## config.mk

```make
export PLATFORM = sky130hd
export DESIGN_NAME = multi_input_event_debouncer_core
export DESIGN_NICKNAME = d
export VERILOG_FILES = /design/src/sv/mied_pkg.sv /design/src/sv/multi_input_event_debouncer_core.sv /design/src/sv/mied_lane.sv /design/src/sv/mied_merge.sv
export SDC_FILE = /design/constraint.sdc
export NUM_CORES = 1
export LEC_CHECK = 0
export CORE_MARGIN = 3
export CORE_UTILIZATION = 69
export DETAILED_ROUTE_END_ITERATION = 6
export DONT_BUFFER_PORTS = 1
export PLACE_DENSITY = 0.85
export SKIP_CTS_REPAIR_TIMING = 1
export SKIP_LAST_GASP = 1
export SYNTH_ARGS = -nofsm -noshare
export SYNTH_HDL_FRONTEND = slang
export SYNTH_HIERARCHICAL = 1
export SYNTH_SLANG_ARGS = --single-unit
```

## constraint.sdc

```tcl
create_clock -name clk -period 6.49 [get_ports clk]
set_input_delay 0.3245 -clock clk [delete_from_list [all_inputs] [get_ports clk]]
set_output_delay 0.3245 -clock clk [all_outputs]
set_load 0.01 [all_outputs]
```

## src/sv/mied_pkg.sv

```systemverilog
package mied_pkg;

	// raw lines and output masks are fixed at six channels
	localparam int unsigned LINES = 6;
	localparam int unsigned OUT_BITS = 6;
	localparam int unsigned TIME_W = 8;
	localparam int unsigned CFG_IDX_W = 3;

	// bit position of each channel in the masks
	localparam int unsigned CH_POWER = 0;
	localparam int unsigned CH_ADAPTER = 1;
	localparam int unsigned CH_BATTERY = 2;
	localparam int unsigned CH_LID = 3;
	localparam int unsigned CH_SECOND = 4;
	localparam int unsigned CH_NET_WAKE = 5;

	localparam logic [TIME_W-1:0] TIME_RESET = 8'd4;

	typedef enum logic [CFG_IDX_W-1:0] {
		CFG_POWER_BUTTON_TIME  = 3'd0,
		CFG_ADAPTER_TIME       = 3'd1,
		CFG_BATTERY_TIME       = 3'd2,
		CFG_LID_TIME           = 3'd3,
		CFG_SECOND_BUTTON_TIME = 3'd4,
		CFG_NET_WAKE_TIME      = 3'd5,
		CFG_NET_WAKE_ENABLE    = 3'd6
	} cfg_idx_t;

	typedef struct packed {
		logic rise;
		logic fall;
		logic stable;
	} lane_status_t;

endpackage

```

## src/sv/multi_input_event_debouncer_core.sv

```systemverilog
// Six-channel switch debouncer (power button, adapter, battery, lid closed,
// second button, LAN wake). One tick is taken every clock cycle while in_valid
// and in_ready are both high, and its result is loaded into the output register
// at that transfer. Input ready only drops while that register is full and not taken. Each
// channel has its own lane with a down counter, updated once per tick, so a
// level change is accepted on the (T+1)-th consecutive differing tick where T
// is that channel's time register; a time of zero never fires. The lid level
// is the inverted lid switch, the power level reads released while both
// buttons are held, and the LAN wake level is forced low when its enable is 0.
// Registers are written through the configuration channel, which is always
// ready; write them only while no tick is in flight.
module multi_input_event_debouncer_core #(
	parameter int unsigned CHANNELS = 6,
	parameter int unsigned COUNT_WIDTH = 8
) (
	input  logic                                  clk,
	input  logic                                  arst_n,
	input  logic                                  cfg_valid,
	output logic                                  cfg_ready,
	input  logic [mied_pkg::CFG_IDX_W-1:0]        cfg_index,
	input  logic [mied_pkg::TIME_W-1:0]           cfg_data,
	input  logic                                  in_valid,
	output logic                                  in_ready,
	input  logic                                  power_button_raw,
	input  logic                                  adapter_raw,
	input  logic                                  battery_raw,
	input  logic                                  lid_switch_raw,
	input  logic                                  second_button_raw,
	input  logic                                  net_wake_raw,
	output logic                                  out_valid,
	input  logic                                  out_ready,
	output logic [mied_pkg::OUT_BITS-1:0]         press_mask,
	output logic [mied_pkg::OUT_BITS-1:0]         release_mask,
	output logic [mied_pkg::OUT_BITS-1:0]         stable_levels
);

	logic [mied_pkg::TIME_W-1:0] time_q [mied_pkg::LINES];
	logic                        lan_enable_q;
	logic [mied_pkg::LINES-1:0]  line_level;
	logic                        step;
	logic                        accept_ok;
	mied_pkg::lane_status_t      status [CHANNELS];

	assign cfg_ready = 1'b1;

	always_ff @(posedge clk or negedge arst_n) begin
		if (!arst_n) begin
			for (int i = 0; i < mied_pkg::LINES; i++) begin
				time_q[i] <= mied_pkg::TIME_RESET;
			end
			lan_enable_q <= 1'b1;
		end else if (cfg_valid) begin
			case (mied_pkg::cfg_idx_t'(cfg_index))
				mied_pkg::CFG_POWER_BUTTON_TIME: begin
					time_q[mied_pkg::CH_POWER] <= cfg_data;
				end
				mied_pkg::CFG_ADAPTER_TIME: begin
					time_q[mied_pkg::CH_ADAPTER] <= cfg_data;
				end
				mied_pkg::CFG_BATTERY_TIME: begin
					time_q[mied_pkg::CH_BATTERY] <= cfg_data;
				end
				mied_pkg::CFG_LID_TIME: begin
					time_q[mied_pkg::CH_LID] <= cfg_data;
				end
				mied_pkg::CFG_SECOND_BUTTON_TIME: begin
					time_q[mied_pkg::CH_SECOND] <= cfg_data;
				end
				mied_pkg::CFG_NET_WAKE_TIME: begin
					time_q[mied_pkg::CH_NET_WAKE] <= cfg_data;
				end
				mied_pkg::CFG_NET_WAKE_ENABLE: begin
					lan_enable_q <= cfg_data[0];
				end
				default: begin
				end
			endcase
		end
	end

	always_comb begin
		line_level[mied_pkg::CH_POWER] = power_button_raw & ~second_button_raw;
		line_level[mied_pkg::CH_ADAPTER] = adapter_raw;
		line_level[mied_pkg::CH_BATTERY] = battery_raw;
		line_level[mied_pkg::CH_LID] = ~lid_switch_raw;
		line_level[mied_pkg::CH_SECOND] = second_button_raw;
		line_level[mied_pkg::CH_NET_WAKE] = net_wake_raw & lan_enable_q;
	end

	assign in_ready = accept_ok;
	assign step = in_valid & accept_ok;

	for (genvar i = 0; i < CHANNELS; i++) begin : g_lane
		logic                   lane_level;
		logic [COUNT_WIDTH-1:0] lane_time;

		// lanes past the six lines see level 0 and time 0
		if (i < mied_pkg::LINES) begin : g_line
			assign lane_level = line_level[i];
			assign lane_time = COUNT_WIDTH'(time_q[i]);
		end else begin : g_spare
			assign lane_level = 1'b0;
			assign lane_time = '0;
		end

		mied_lane #(
			.COUNT_WIDTH(COUNT_WIDTH)
		) u_lane (
			.clk(clk),
			.arst_n(arst_n),
			.step(step),
			.level(lane_level),
			.load_time(lane_time),
			.status(status[i])
		);
	end

	mied_merge #(
		.CHANNELS(CHANNELS)
	) u_merge (
		.clk(clk),
		.arst_n(arst_n),
		.step(step),
		.status(status),
		.accept_ok(accept_ok),
		.out_valid(out_valid),
		.out_ready(out_ready),
		.press_mask(press_mask),
		.release_mask(release_mask),
		.stable_levels(stable_levels)
	);

endmodule

```

## src/sv/mied_lane.sv

```systemverilog
module mied_lane #(
	parameter int unsigned COUNT_WIDTH = 8
) (
	input  logic                   clk,
	input  logic                   arst_n,
	input  logic                   step,
	input  logic                   level,
	input  logic [COUNT_WIDTH-1:0] load_time,
	output mied_pkg::lane_status_t status
);

	logic [COUNT_WIDTH-1:0] count_q;
	logic                   stable_q;
	logic                   differ;
	logic                   count_zero;
	logic                   fire;

	assign differ = level ^ stable_q;
	assign count_zero = (count_q == '0);
	// counter at one means this differing tick takes it to zero
	assign fire = step & differ & (count_q == COUNT_WIDTH'(1));

	always_ff @(posedge clk or negedge arst_n) begin
		if (!arst_n) begin
			count_q <= '0;
			stable_q <= 1'b0;
		end else if (step) begin
			if (!differ) begin
				count_q <= '0;
			end else if (count_zero) begin
				count_q <= load_time;
			end else begin
				count_q <= count_q - COUNT_WIDTH'(1);
			end
			if (fire) begin
				stable_q <= level;
			end
		end
	end

	always_comb begin
		status.rise = fire & level;
		status.fall = fire & ~level;
		status.stable = fire ? level : stable_q;
	end

endmodule

```

## src/sv/mied_merge.sv

```systemverilog
module mied_merge #(
	parameter int unsigned CHANNELS = 6
) (
	input  logic                                  clk,
	input  logic                                  arst_n,
	input  logic                                  step,
	input  mied_pkg::lane_status_t                status [CHANNELS],
	output logic                                  accept_ok,
	output logic                                  out_valid,
	input  logic                                  out_ready,
	output logic [mied_pkg::OUT_BITS-1:0]         press_mask,
	output logic [mied_pkg::OUT_BITS-1:0]         release_mask,
	output logic [mied_pkg::OUT_BITS-1:0]         stable_levels
);

	logic                            out_valid_q;
	logic [mied_pkg::OUT_BITS-1:0]   press_q;
	logic [mied_pkg::OUT_BITS-1:0]   release_q;
	logic [mied_pkg::OUT_BITS-1:0]   stable_q;
	logic [mied_pkg::OUT_BITS-1:0]   rise_w;
	logic [mied_pkg::OUT_BITS-1:0]   fall_w;
	logic [mied_pkg::OUT_BITS-1:0]   stable_w;

	// mask bits past the lane count are fed zero rather than any lane's status
	for (genvar i = 0; i < mied_pkg::OUT_BITS; i++) begin : g_bits
		if (i < CHANNELS) begin : g_lane
			assign rise_w[i] = status[i].rise;
			assign fall_w[i] = status[i].fall;
			assign stable_w[i] = status[i].stable;
		end else begin : g_none
			assign rise_w[i] = 1'b0;
			assign fall_w[i] = 1'b0;
			assign stable_w[i] = 1'b0;
		end
	end

	assign accept_ok = ~out_valid_q | out_ready;

	always_ff @(posedge clk or negedge arst_n) begin
		if (!arst_n) begin
			out_valid_q <= 1'b0;
		end else if (accept_ok) begin
			out_valid_q <= step;
		end
	end

	always_ff @(posedge clk) begin
		if (step) begin
			press_q <= rise_w;
			release_q <= fall_w;
			stable_q <= stable_w;
		end
	end

	assign out_valid = out_valid_q;
	assign press_mask = press_q;
	assign release_mask = release_q;
	assign stable_levels = stable_q;

`ifndef SYNTH
	a_press_release_apart: assert property (@(posedge clk) disable iff (!arst_n)
		out_valid_q |-> ((press_q & release_q) == '0))
		else $error("press and release flagged on the same channel");

	a_press_sets_level: assert property (@(posedge clk) disable iff (!arst_n)
		out_valid_q |-> ((press_q & ~stable_q) == '0))
		else $error("press flagged but stable level is low");

	a_release_clears_level: assert property (@(posedge clk) disable iff (!arst_n)
		out_valid_q |-> ((release_q & stable_q) == '0))
		else $error("release flagged but stable level is high");

	a_step_gives_result: assert property (@(posedge clk) disable iff (!arst_n)
		step |=> out_valid_q)
		else $error("transfer in gave no result");
`endif

endmodule
```

Yosys cells after proc, flatten, opt, wreduce, memory -nomap -nowiden
Index checks and enable logic that the tools add are counted.
Widths: inputs -> output; s select.
Cells by class
  add/sub/neg operators: 6
  equality and inequality tests: 12
  mux-type cells: 18
  bitwise logic cells: 41
  reductions and logical operators: 14
Operator list (number)
  $mux 8: 12
  $eq 8x1->1 const B: 6
  $logic_not 8->1: 6
  $sub 8x1->8 const B: 6
  $and 1x1->1: 27
  $reduce_and 2->1: 7
  $eq 3x3->1 const B: 3
  $not 1->1: 7
  $eq 3x2->1 const B: 2
  $mux 1: 6
  $xor 1x1->1: 6
  $eq 3x1->1 const B: 1
  $logic_not 3->1: 1
  $or 1x1->1: 1
Storage, ports and cells
  register bits: 122
  input bits: 22
  output and inout bits: 21

Logic depth before layout (Yosys ltp)
Gate-level depths: netlist of the first run.
  depth after elaboration: 6
  depth in mapped cells: 6

Modules after synthesis
Netlist of the first run, hierarchy kept.
Modules (own cells, without submodules)
  mied_lane: instances 6, cells each 70, area an instance 643.1 um^2, seq. area each 225.2 um^2
  multi_input_event_debouncer_core: instances 1, cells each 115, area an instance 1946.9 um^2, seq. area each 1234.9 um^2
  mied_merge: instances 1, cells each 21, area an instance 588.1 um^2, seq. area each 565.5 um^2

Least setup slack after synthesis of the first run
OpenSTA, ideal clock, no wires.
  kind: register to register
  start point: register u_merge.out_valid_q, in the netlist u_merge/out_valid
  end point: register u_merge.stable_q, in the netlist u_merge/stable_levels[0] (data pin)
  data arrival time: 2.073 ns
  data required time: 6.228 ns
  slack: 4.155 ns
  stages on the path, launching flop included: 7
  cell sequence: dfrtp_1 -> nand2b_4 -> and2_1 -> clkbuf_1 -> and2_2 -> nand3_2 -> mux2_1
RTL lines
  start, declared: RTL line mied_merge.sv:16  | logic out_valid_q;
  start signal, assigned: RTL line mied_merge.sv:43  | out_valid_q <= step;
  end signal, assigned: RTL line mied_merge.sv:51  | stable_q <= stable_w;
  end, declared: RTL line mied_merge.sv:19  | logic [mied_pkg::OUT_BITS-1:0] stable_q;

==> results of run 1 <==
[power by group through the flow]
stage	Sequential [W]	Combinational [W]	Clock [W]
after detailed placement	0.00134	0.00167	0
final	0.00135	0.00180	0.000891
after CTS	0.00133	0.00173	0.000900
after global placement	0.00132	0.00160	0
after floorplan	0.00126	0.00140	0
after global routing	0.00137	0.00197	0.000941
[state kept, by name, indices dropped and copies added (netlist names)]
name,flops
g_lane.lane_time,48
g_lane.u_lane/count_q,48
g_lane.u_lane/stable_q,6
u_merge/press_mask,6
u_merge/release_mask,6
u_merge/stable_levels,6
lan_enable_q,1
u_merge/out_valid,1
[worst register-to-register path: stages (launching register included)]
cell      delay [ns]
dfrtp_1         0.43
nand2b_4        0.12
and2_2          0.66
buf_4           0.52
and2_2          0.32
nand3_2         0.15
mux2_1          0.33
[logic make-up (layout without fill, tap and decap cells)]
family	after synthesis	after routing	share of synthesized area [%]
DFF	122	122	49.30
AOI/OAI and AO/OA	144	144	13.97
xor gates and xnor gates	18	18	2.466
buffers and inverters	42	77	2.700
and+or+nand+nor	144	144	16.30
adders and majority gates	18	18	3.523
other	1	1	0.05865
muxes	67	67	11.68
[area by class of cell]
| class | count | area [um2] | share of cell area (%) |
|---|---|---|---|
| Clock inverter | 9 | 97.59 | 1.357 |
| Tap cell | 108 | 135.1 | 1.879 |
| Multi-Input combinational cell | 392 | 3070 | 42.69 |
| Clock buffer | 23 | 466.7 | 6.488 |
| Sequential cell | 122 | 3152 | 43.82 |
| Timing Repair Buffer | 14 | 155.1 | 2.157 |
| Inverter | 31 | 116.4 | 1.618 |
[stage by stage]
step           total power (W)  hold slack [ns]
6_report              0.004041          0.01066
5_1_grt               0.004284         0.008408
4_1_cts               0.003962          -0.5139
3_5_place_dp          0.003001          0.03139
3_3_place_gp          0.002922          0.03195
2_1_floorplan         0.002661          0.02891
[path summary, 6_finish.rpt]
kind                                                   to  slack, ns  depth (start not counted)
worst min-delay path             u_merge/stable_levels[1]       0.01                          1
worst max-delay path             u_merge/stable_levels[4]       3.70                          6
worst max register to register   u_merge/stable_levels[4]       3.70                          6
worst min register to register     g_lane[2].lane_time[3]       0.51                          1
max in group asynchronous          g_lane[0].lane_time[2]       5.62                          2
min in group asynchronous       g_lane[5].u_lane/stable_q       0.38                          2
[routing by layer]
metal	GRT usage, %	part of all wire, %
met1	37.19	40
met5	0	0
met3	6.416	7.3
met2	47.33	50
met4	11.10	2.8
[layout by cell type, fill, tap and decap left out, types with 3 or more instances in the layout]
| cell type | n |
|---|---|
| nor2_1 | 18 |
| mux2_2 | 49 |
| nand2_1 | 42 |
| clkbuf_1 | 3 |
| nor3b_1 | 12 |
| a32o_1 | 12 |
| nor4_4 | 6 |
| xor2_1 | 6 |
| nor3b_4 | 6 |
| and2_2 | 13 |
| nor3_1 | 6 |
| nand2b_1 | 6 |
| clkbuf_16 | 16 |
| dfstp_2 | 7 |
| o31ai_1 | 12 |
| nand3_1 | 6 |
| dfrtp_1 | 97 |
| o22ai_1 | 24 |
| clkinv_1 | 3 |
| a21bo_2 | 6 |
| a21o_2 | 6 |
| clkbuf_8 | 4 |
| xnor2_1 | 12 |
| mux2_1 | 12 |
| inv_1 | 31 |
| ha_1 | 18 |
| and4_2 | 6 |
| nand3_2 | 6 |
| dlygate4sd3_1 | 12 |
| nor4_1 | 6 |
| a21oi_1 | 42 |
| o21ai_0 | 42 |
| and4bb_2 | 3 |
| edfxtp_1 | 18 |
| mux2i_1 | 6 |
==> summary.md, run 1 <==
| Metric | Value |
|---|---|
| Vias per cell | 6.790 |
| Final setup fails | 0 |
| Syn Inst Count | between 500 and 600 |
| Distinct cells, synth | 42 |
| Slew Viols, Final | 0 |
| CP arrival | 3.05 ns |
| Flop pwr share | roughly a third |
| Transition time at the pin with the least slew margin | 0.8471 ns |
| Power Internal | between 0.002 and 0.0025 W |
| Final Non-Filler Cells | between 600 and 700 |
| Slew HR | 43.40% |
| Area after detailed placement | 6481 um2 |
| Mapped Area | 6394 um2 |
| DP HPWL | just under 9000 um |
| Vias in the first global route | roughly 4600 |
| Largest area contributor in the netlist | dfrtp_1 |
| CTS tree | yes |
| Clk Latency, worst-skew pair | 0.51 ns |
| ANT cells | 0 |
| Top cell type's share of synthesized area | 37.96% |
| ANT nets after route | 0 |
| Ys async rst share | 85.25% |
| CP max stage cell | and2_2 |
| TritonRoute pass-1 iters | 5 |
| Io pins | 43 |
| GRT Total Usage | 28.70% |
| Area growth from synthesis to layout | 12.50% |
| Most frequent cells after synthesis | dfrtp_1 (97), mux2_2 (49), a21oi_1 (42), nand2_1 (42), o21ai_0 (42) |
| Vias | 4746 |
| Die area | 10460 um2 |
| H-Tree Depth | 4 |
| Static leakage | slightly above 3 nW |
| Period utilisation layout | around 43% |
| Combinational share of power | between 40% and 50% |
| HP Start | adapter_raw |
| CP cell instances | nand2b_4, and2_2, buf_4, and2_2, nand3_2, mux2_1 |
| Final hold vios | 0 |
| Reg clk slew, reported paths | 0.06 ns |
| Crit-path leading delay family | simple AND/OR/NAND/NOR gates |
| Total Wirelength | 14750 um |
| I/O Buffers | 0 |
| Crit Path Max Fanout | 40 |
| DRC | 0 |
| Largest net degree at the start of global routing | around 110 |
| Prevailing post-synth register cell | dfrtp_1 |
| Antenna violations before repair | 0 |
| Pwr Density | roughly 560 nW/um2 |
| Worst vdd ir | ~0.00027 V |
| Synth Area per Inst | 11.50 um2 |
| Total CTS buffers | 17 |
| Slowest stage delay, CP | ~0.66 ns |
| Number of max-cap violations | 0 |
| Share of layout cells above drive strength 1 | between 20% and 30% |
| Gr ovfl total | 0 |
| Wire per inst | 21.10 um |
| Synth top area cells | dfrtp_1 (38%), mux2_2 (8.6%), edfxtp_1 (8.5%) |
| CP Launch Point | u_merge/out_valid |
| Run status | finished clean |
| FF+latch count, synth | 122 |
| First-pass GRT wire length | 23030 um |
| Psw | 0.001618 W |
| Hold WC Path Type | input port to flop |
| Critical setup path kind | flop to flop |
| Root Driver | clkbuf_8 |
| Die H | 102.3 um |
| Final core occ | between 80 and 90% |
| Clock Power Share | around 22% |
| FP Rows | 34 |
| Setup Total Neg Slack | 0 ns |
| Core area | 8848 um2 |
| Worst EP required | 6.75 ns |
| Max Clk Rate | 358.8 MHz |
| # fillers | 495 |
| Mapped Nets | 596 |
| CTS max path bufs | 2 |
| R2r startpoint | u_merge/out_valid |
| Placed Instances | 654 |
| Drt initial violations | 389 |
| Register area share after synthesis | 49.30% |
| Setup crit start kind | flop |
| Minimum clock period | between 2 and 3 ns |
| Worst Setup End Kind | flop |
| Most frequent CP cell | and2_2 |
| Die Wd | 102.3 um |
| Initial Utilization | 72.26% |
| Final Instance Area | 7193 um2 |
| Setup WS post-layout | 3.703 ns |
| Post-route clock skew | 0.01033 ns |
| WP buf/inv | 1 |
| DP Worst Slack | 3.810 ns |
| Post-synth EDFFs | 18 |
| RSZ-0062 raised after global routing | false |
| Sw Ratio | 40.04% |
| Count leader, synth | dfrtp_1 |
| Final nets | 618 |
| Ys Warns | 6 |
| Global placement routability congestion | between 0.8 and 0.9 |
| # clock sinks | 122 |
Note: power is estimated with default switching activity, not from simulation.
==> inputs of run 2 (changes only) <==
--- a/config.mk
+++ b/config.mk
@@ -5,11 +5,12 @@
 export SDC_FILE = /design/constraint.sdc
 export NUM_CORES = 1
 export LEC_CHECK = 0
+export ABC_AREA = 1
 export CORE_MARGIN = 3
-export CORE_UTILIZATION = 69
+export CORE_UTILIZATION = 64
 export DETAILED_ROUTE_END_ITERATION = 6
 export DONT_BUFFER_PORTS = 1
-export PLACE_DENSITY = 0.85
+export PLACE_DENSITY = 0.8
 export SKIP_CTS_REPAIR_TIMING = 1
 export SKIP_LAST_GASP = 1
 export SYNTH_ARGS = -nofsm -noshare
==> constraint.sdc (replaced) <==
create_clock -name clk -period 2.7 [get_ports clk]
set_input_delay 0.135 -clock clk [delete_from_list [all_inputs] [get_ports clk]]
set_output_delay 0.135 -clock clk [all_outputs]
set_load 0.01 [all_outputs]
==> run 2 against run 1 <==
The run now ends with hold timing left. Clock skew hardly changed. Sequential share of layout area decreased by 3.6 points. Via count increased by 27%. Combinational power rose by 110%. Clock-buffer cell count up 3. Setup slack worse by 3.0 ns. Global-route usage fell by 1.2 points. Register-to-register slack worse by 3.0 ns. Non-clock buffer count is 12 higher. Critical path depth rose by 3. First-iteration DRC count is 45% higher. Highest routed layer unchanged.
==> summary.md, run 2 <==
| Metric | Value |
|---|---|
| Total Wirelength | 15980 um (was 14750 um) |
| Most frequent cells after synthesis | nand2_1 (337), inv_1 (132), nand3_1 (99) (was dfrtp_1 (97), mux2_2 (49), a21oi_1 (42), nand2_1 (42), o21ai_0 (42)) |
| Largest area contributor in the netlist | dfrtp_1 (unchanged) |
| Die Wd | 109.6 um (was 102.3 um) |
| Worst hold slack | -0.01034 ns (was 0.01066 ns) |
| Ys Warns | 6 (unchanged) |
| Failing checks | hold timing |
| R2R Path End | u_merge/stable_levels[0] (was u_merge/stable_levels[4]) |
| CTS tree | yes (unchanged) |
| Prevailing post-synth register cell | dfrtp_1 (unchanged) |
| Reg2Reg Depth | 9 (was 6) |
| GRT busiest layer | met2 (unchanged) |
| DRC | 0 (unchanged) |
| R2R setup slack | 0.74 ns (was 3.70 ns) |
| Antenna violations before repair | 0 (unchanged) |
| Period utilisation layout | 72.70% (was 42.94%) |
| Vias | 6039 (was 4746) |
| Mapped Area | 6863 um2 (was 6394 um2) |
| # clock sinks | 122 (unchanged) |
| Gr ovfl total | 0 (unchanged) |
| H-Tree Depth | 4 (unchanged) |
| Worst vdd ir | 0.0006159 V (was 0.0002701 V) |
| Max Clk Rate | 509.5 MHz (was 358.8 MHz) |
| Wire per inst | 14.54 um (was 21.10 um) |
| DP Worst Slack | 0.7689 ns (was 3.810 ns) |
| Critical setup path kind | flop to flop (unchanged) |
| Slew HR | 56.11% (was 43.40%) |
| Static leakage | 4.128 nW (was 3.051 nW) |
| Reg clk slew, reported paths | 0.06 ns (about the same) |
| Number of max-cap violations | 0 (unchanged) |
| Area after detailed placement | 7027 um2 (was 6481 um2) |
| Ys async rst share | 85.25% (unchanged) |
| FP Rows | 37 (was 34) |
| Most frequent cells in the layout | nand2_1 (337), inv_1 (131), nand3_1 (99), dfrtp_1 (97), nor2_1 (45) (was dfrtp_1 (97), mux2_2 (49), nand2_1 (42), o21ai_0 (42), a21oi_1 (42)) |
| Post-route clock skew | 0.01050 ns (was 0.01033 ns) |
| Worst EP required | 2.97 ns (was 6.75 ns) |
| R2r startpoint | u_merge/out_valid (unchanged) |
| RSZ-0062 raised after global routing | false (unchanged) |
| Adder-cell share of the synthesized area | 3.282% (was 3.523%) |
| Root Driver | clkbuf_8 (unchanged) |
| Top cell type's share of synthesized area | 35.37% (was 37.96%) |
| Die area | 12000 um2 (was 10460 um2) |
| Crit Path Max Fanout | 27 (was 40) |
| Distinct cells, synth | 23 (was 42) |
| ANT nets after route | 0 (unchanged) |
| Count leader, synth | nand2_1 (was dfrtp_1) |
| Global placement routability congestion | 0.9282 (was 0.8811) |
| Most common cell after layout, fill and taps aside | nand2_1 (was dfrtp_1) |
| Largest family of logic cells by synthesized area | simple AND/OR/NAND/NOR gates (unchanged) |
| CTS max path bufs | 2 (unchanged) |
| Vias in the first global route | 5694 (was 4649) |
| Total CTS buffers | 17 (unchanged) |
| TritonRoute pass-1 iters | 5 (unchanged) |
| Met1 Use GR | 34.95% (was 37.19%) |
| Worst Setup End Kind | flop (unchanged) |
| Die H | 109.6 um (was 102.3 um) |
| Met3 usage | 7.281% (was 6.416%) |
| Transition time at the pin with the least slew margin | 0.6577 ns (was 0.8471 ns) |
| Multiplexer share of the synthesized area | 0% (was 11.68%) |
| Syn Inst Count | 910 (was 556) |
| Area growth from synthesis to layout | 14.18% (was 12.50%) |
| Post-synthesis compound-gate area fraction | 5.688% (was 13.97%) |
| Minimum clock period | 1.963 ns (was 2.787 ns) |
| Register area share after synthesis | 45.93% (was 49.30%) |
| Pwr Density | 1120 nW/um2 (was 561.8 nW/um2) |
| I/O Buffers | 0 (unchanged) |
| Met2 Use GR | 45.90% (was 47.33%) |
| Setup Total Neg Slack | 0 ns (unchanged) |
| Run status | finished with violations (was finished clean) |
| Final hold vios | 1 (was 0) |
| Synth top area cells | dfrtp_1 (35%), nand2_1 (18%), edfxtp_1 (7.9%) (was dfrtp_1 (38%), mux2_2 (8.6%), edfxtp_1 (8.5%)) |
| CP Launch Point | u_merge/out_valid (unchanged) |
| DP HPWL | 10660 um (was 8708 um) |
| Final Instance Area | 7836 um2 (was 7193 um2) |
| Final nets | 989 (was 618) |
| Io pins | 43 (unchanged) |
| Critical path endpoint | u_merge/stable_levels[0] (was u_merge/stable_levels[4]) |
| First-pass GRT wire length | 25880 um (was 23030 um) |
| Simple-Gate Fraction of Synth Area | 36.13% (was 16.30%) |
| Placed Instances | 1043 (was 654) |
| GRT Total Usage | 27.50% (was 28.70%) |
| Initial Utilization | 66.18% (was 72.26%) |
| Synth Area in XOR/XNOR | 0% (was 2.466%) |
| Final Non-Filler Cells | 1099 (was 699) |
| Setup WS post-layout | 0.7372 ns (was 3.703 ns) |
| Mapped Nets | 950 (was 596) |
| Post-synth EDFFs | 18 (unchanged) |
| Core area | 10370 um2 (was 8848 um2) |
| Setup crit start kind | flop (unchanged) |
| Vias per cell | 5.495 (was 6.790) |
| FF+latch count, synth | 122 (unchanged) |
| Hold WC Path Type | input port to flop (unchanged) |
| Final setup fails | 0 (unchanged) |
| Slew Viols, Final | 0 (unchanged) |
| Drt initial violations | 564 (was 389) |
| CP arrival | 2.23 ns (was 3.05 ns) |
| Share of layout cells above drive strength 1 | 11.43% (was 23.86%) |
| Clk Latency, worst-skew pair | 0.52 ns (was 0.51 ns) |
| Synth Area per Inst | 7.542 um2 (was 11.50 um2) |
| Largest net degree at the start of global routing | 105 (unchanged) |
## run 2: cells by family (layout without fill, tap and decap cells)
family,after synthesis,in the layout
other,1,2
adder cells (fa/ha/maj),18,18
flip-flops,122,122
AO/OA/AOI/OAI,78,78
AND/OR/NAND/NOR,541,541
buffers and inverters,150,202
## run 2: final cells by class
type                    instances  area (um2)
flip-flops and latches        122        3152
multi-input cells             638        3099
fillers                       764        2534
inverters                     144       570.5
clock buffers                  26       499.2
repair buffers                 26       282.8
well taps                     136       170.2
clock inverters                 6       60.06
diodes                          1       2.502
## run 2: report_power, final
part | switching [W] | internal (W) | total (W)
Combinational | 0.00244 | 0.00127 | 0.00371
Sequential | 0.000513 | 0.00242 | 0.00294
Clock | 0.000783 | 0.00134 | 0.00213
Total | 0.00374 | 0.00504 | 0.00878
## run 2: layer usage
metal | routed length, um | vias to the layer above
li1 | - | 2908
met1 | 6567 | 2869
met2 | 8213 | 225
met3 | 902 | 37
met4 | 296 | 0
met5 | 0 | -
## run 2: metrics by stage
stage          util, %  hold WS, ns  total power (W)
5_1_grt          75.54     0.004375         0.009433
3_5_place_dp     67.76      -0.1571         0.006485
2_1_floorplan        -      -0.1606         0.005746
6_report         75.57     -0.01034         0.008776
3_3_place_gp     67.76      -0.1573         0.006266
4_1_cts          73.15      -0.7084         0.008680
## run 2: worst min path at each step
stage                       from  slack [ns]  cells past startpoint                          end
detailed placement        arst_n       -0.16                      0  g_lane[4].u_lane/count_q[3]
global placement          arst_n       -0.16                      0  g_lane[4].u_lane/count_q[3]
global route        net_wake_raw       0.004                      4    g_lane[5].u_lane/stable_q
finish              net_wake_raw       -0.01                      4    g_lane[5].u_lane/stable_q
CTS                       arst_n       -0.71                      0  g_lane[4].u_lane/count_q[2]
floorplan                 arst_n       -0.16                      0       g_lane[0].lane_time[0]
## run 2: critical path, cell delays in order, from the launching register on
cell,delay (ns)
dfrtp_1,0.42
nand2_2,0.14
nand2_1,0.06
clkinv_1,0.21
buf_12,0.24
nand3_2,0.16
inv_2,0.14
nand2_1,0.12
nor2_2,0.15
a21oi_1,0.06
==> inputs of run 3 (changes only) <==
==> constraint.sdc (replaced) <==
create_clock -name clk -period 1.9 [get_ports clk]
set_input_delay 0.095 -clock clk [delete_from_list [all_inputs] [get_ports clk]]
set_output_delay 0.095 -clock clk [all_outputs]
set_load 0.01 [all_outputs]
==> run 3 against run 2 <==
The flow still finishes with violations (hold timing). Design area up 2.0%. Sequential power increased by 42%. Flip-flop and latch count unchanged. Sequential share of layout area down 0.79 points. Core utilization up 1.5 points. Die area is the same. Total power rose by 45%. First-iteration DRC count shrank 7.6%. Routed wire length is 5.3% higher. Critical path type is now input port to flop.
==> summary.md, run 3 (synthesis gave the netlist of run 2 again) <==
| Metric | Value |
|---|---|
| First-pass GRT wire length | 25580 um (was 25880 um) |
| Critical setup path kind | input port to flop (was flop to flop) |
| Share of layout cells above drive strength 1 | 11.92% (was 11.43%) |
| CP max stage cell | dlygate4sd3_1 (was dfrtp_1) |
| I/O Buffers | 0 (unchanged) |
| Antenna violations before repair | 0 (unchanged) |
| H-Tree Depth | 4 (unchanged) |
| FP Rows | 37 (unchanged) |
| CP cell instances | dlygate4sd3_1, nor2_2, dlygate4sd3_1, buf_4, nand2_1, nand2_1, nand2_1 (was nand2_2, nand2_1, clkinv_1, buf_12, nand3_2, inv_2, nand2_1, nor2_2, a21oi_1) |
| DP Worst Slack | 0.1350 ns (was 0.7689 ns) |
| Final setup fails | 0 (unchanged) |
| Transition time at the pin with the least slew margin | 0.5832 ns (was 0.6577 ns) |
| Slew Viols, Final | 0 (unchanged) |
| Minimum clock period | ~1.8 ns |
| Vias in the first global route | 5702 (was 5694) |
| Final nets | 1000 (was 989) |
| Most frequent cells in the layout | nand2_1 (336), inv_1 (131), nand3_1 (99), dfrtp_1 (97), nor2_1 (45) (was nand2_1 (337), inv_1 (131), nand3_1 (99), dfrtp_1 (97), nor2_1 (45)) |
| Number of max-cap violations | 0 (unchanged) |
| Max Clk Rate | 541.5 MHz |
| Global placement routability congestion | 0.8745 (was 0.9282) |
| ANT nets after route | 0 (unchanged) |
| Crit Path Max Fanout | 9 (was 27) |
| DRC | 0 (unchanged) |
| Gr ovfl total | 0 (unchanged) |
| Die Wd | 109.6 um (unchanged) |
| Pwr Density | 1591 nW/um2 (was 1120 nW/um2) |
| Drt initial violations | 521 (was 564) |
| CP arrival | 2.26 ns (was 2.23 ns) |
| Initial Utilization | 66.18% (unchanged) |
| Slowest stage delay, CP | 0.75 ns (was 0.42 ns) |
| CTS tree | yes (unchanged) |
| Placed Instances | 1046 (was 1043) |
| Power, Total | 0.01272 W (was 0.008776 W) |
| Total Wirelength | 16820 um (was 15980 um) |
| Worst hold slack | -0.7406 ns (was -0.01034 ns) |
| Root Driver | clkbuf_8 (unchanged) |
| WP buf/inv | 3 (unchanged) |
| Failing checks | hold timing (unchanged) |
| Worst EP required | 2.31 ns (was 2.97 ns) |
| Post-route clock skew | 0.008362 ns (was 0.01050 ns) |
| Die area | 12000 um2 (unchanged) |
| Setup crit start kind | input port (was flop) |
| Static leakage | 4.185 nW (was 4.128 nW) |
| Period utilisation layout | 97.19% |
| Total CTS buffers | 17 (unchanged) |
| Vias per cell | 5.509 (was 5.495) |
| Vias | 6110 (was 6039) |
| CP Launch Point | cfg_index[1] (was u_merge/out_valid) |
| Run status | finished with violations (unchanged) |
| Io pins | 43 (unchanged) |
| Most common cell after layout, fill and taps aside | nand2_1 (unchanged) |
| GRT Total Usage | 27.54% (was 27.50%) |
| Setup WS post-layout | 0.05331 ns (was 0.7372 ns) |
| ANT cells | 0 (was 1) |
| Worst Setup End Kind | flop (unchanged) |
| Crit-path leading delay family | buffers and inverters (was simple AND/OR/NAND/NOR gates) |
| Core area | 10370 um2 (unchanged) |
| Die H | 109.6 um (unchanged) |
| Clk Latency, worst-skew pair | 0.53 ns (was 0.52 ns) |
| Final Non-Filler Cells | 1109 (was 1099) |
| R2R setup slack | 0.13 ns (was 0.74 ns) |
| Hold WC Path Type | input port to async pin (was input port to flop) |
| Most frequent CP cell | nand2_1 (unchanged) |
| # fillers | 737 (was 764) |
| Final hold vios | 113 (was 1) |
| Area growth from synthesis to layout | 16.46% (was 14.18%) |
| Reg clk slew, reported paths | 0.05 ns (was 0.06 ns) |
| # clock sinks | 122 (unchanged) |
| Largest net degree at the start of global routing | 105 (unchanged) |
| Slew HR | 60.97% (was 56.11%) |
| DP HPWL | 10500 um (was 10660 um) |
| R2r startpoint | u_merge/out_valid (unchanged) |
| TritonRoute pass-1 iters | 6 (was 5) |
| Worst vdd ir | 0.001043 V (was 0.0006159 V) |
| CTS max path bufs | 2 (unchanged) |
| Wire per inst | 15.17 um (was 14.54 um) |
[run 3: cell count changes in the layout (fill, tap and decap cells not counted), moves of 2 or more]
cell,delta
nand3_4,+2
nand3_2,-2
dlygate4sd3_1,+7
buf_4,+3
clkbuf_16,+2
[run 3: power by group]
group | switching [W] | total (W) | internal [W]
registers | 0.000742 | 0.00418 | 0.00344
logic | 0.00348 | 0.00531 | 0.00183
clock network | 0.00113 | 0.00322 | 0.00209
total | 0.00536 | 0.0127 | 0.00736
[run 3: cell type report]
| cell class | count | area (um2) | share of cell area (%) |
|---|---|---|---|
| Inverter | 144 | 576.8 | 7.217 |
| Clock buffer | 26 | 510.5 | 6.387 |
| Timing Repair Buffer | 37 | 384.1 | 4.806 |
| Clock inverter | 6 | 82.58 | 1.033 |
| Multi-Input combinational cell | 638 | 3117 | 38.99 |
| Sequential cell | 122 | 3152 | 39.43 |
| Tap cell | 136 | 170.2 | 2.129 |
[run 3: stage by stage]
step	setup TNS [ns]	cell area, um2	utilization [%]
4_1_cts	0	7656	73.83
3_5_place_dp	0	7063	68.11
3_3_place_gp	0	7063	68.11
6_report	0	7993	77.08
5_1_grt	-0.02739	7993	77.08
2_1_floorplan	-0.07969	6877	-
[run 3: final timing paths]
| kind | to | cells after the start |
|---|---|---|
| min in group clk | g_lane[4].u_lane/count_q[6] | 5 |
| worst min register to register | lan_enable_q | 2 |
| max in group asynchronous | g_lane[2].lane_time[2] | 0 |
| worst max register to register | u_merge/stable_levels[5] | 9 |
| worst max-delay path | g_lane[4].lane_time[1] | 7 |
| worst min-delay path | g_lane[4].u_lane/stable_q | 0 |
[run 3: per-layer routing]
layer,vias to the layer above,wire length [um],global-route usage (%)
met5,-,0,0
met4,0,401,11.04
met3,45,1085,7.457
met2,237,8533,46.21
met1,2890,6800,33.77
li1,2938,-,-
[run 3: worst register-to-register path, delay by kind of cell, from the launching register on]
family | cells | cell delay (ns)
DFF | 1 | 0.43
and+or+nand+nor | 5 | 0.61
AOI/OAI and AO/OA | 1 | 0.06
buffers and inverters | 3 | 0.43
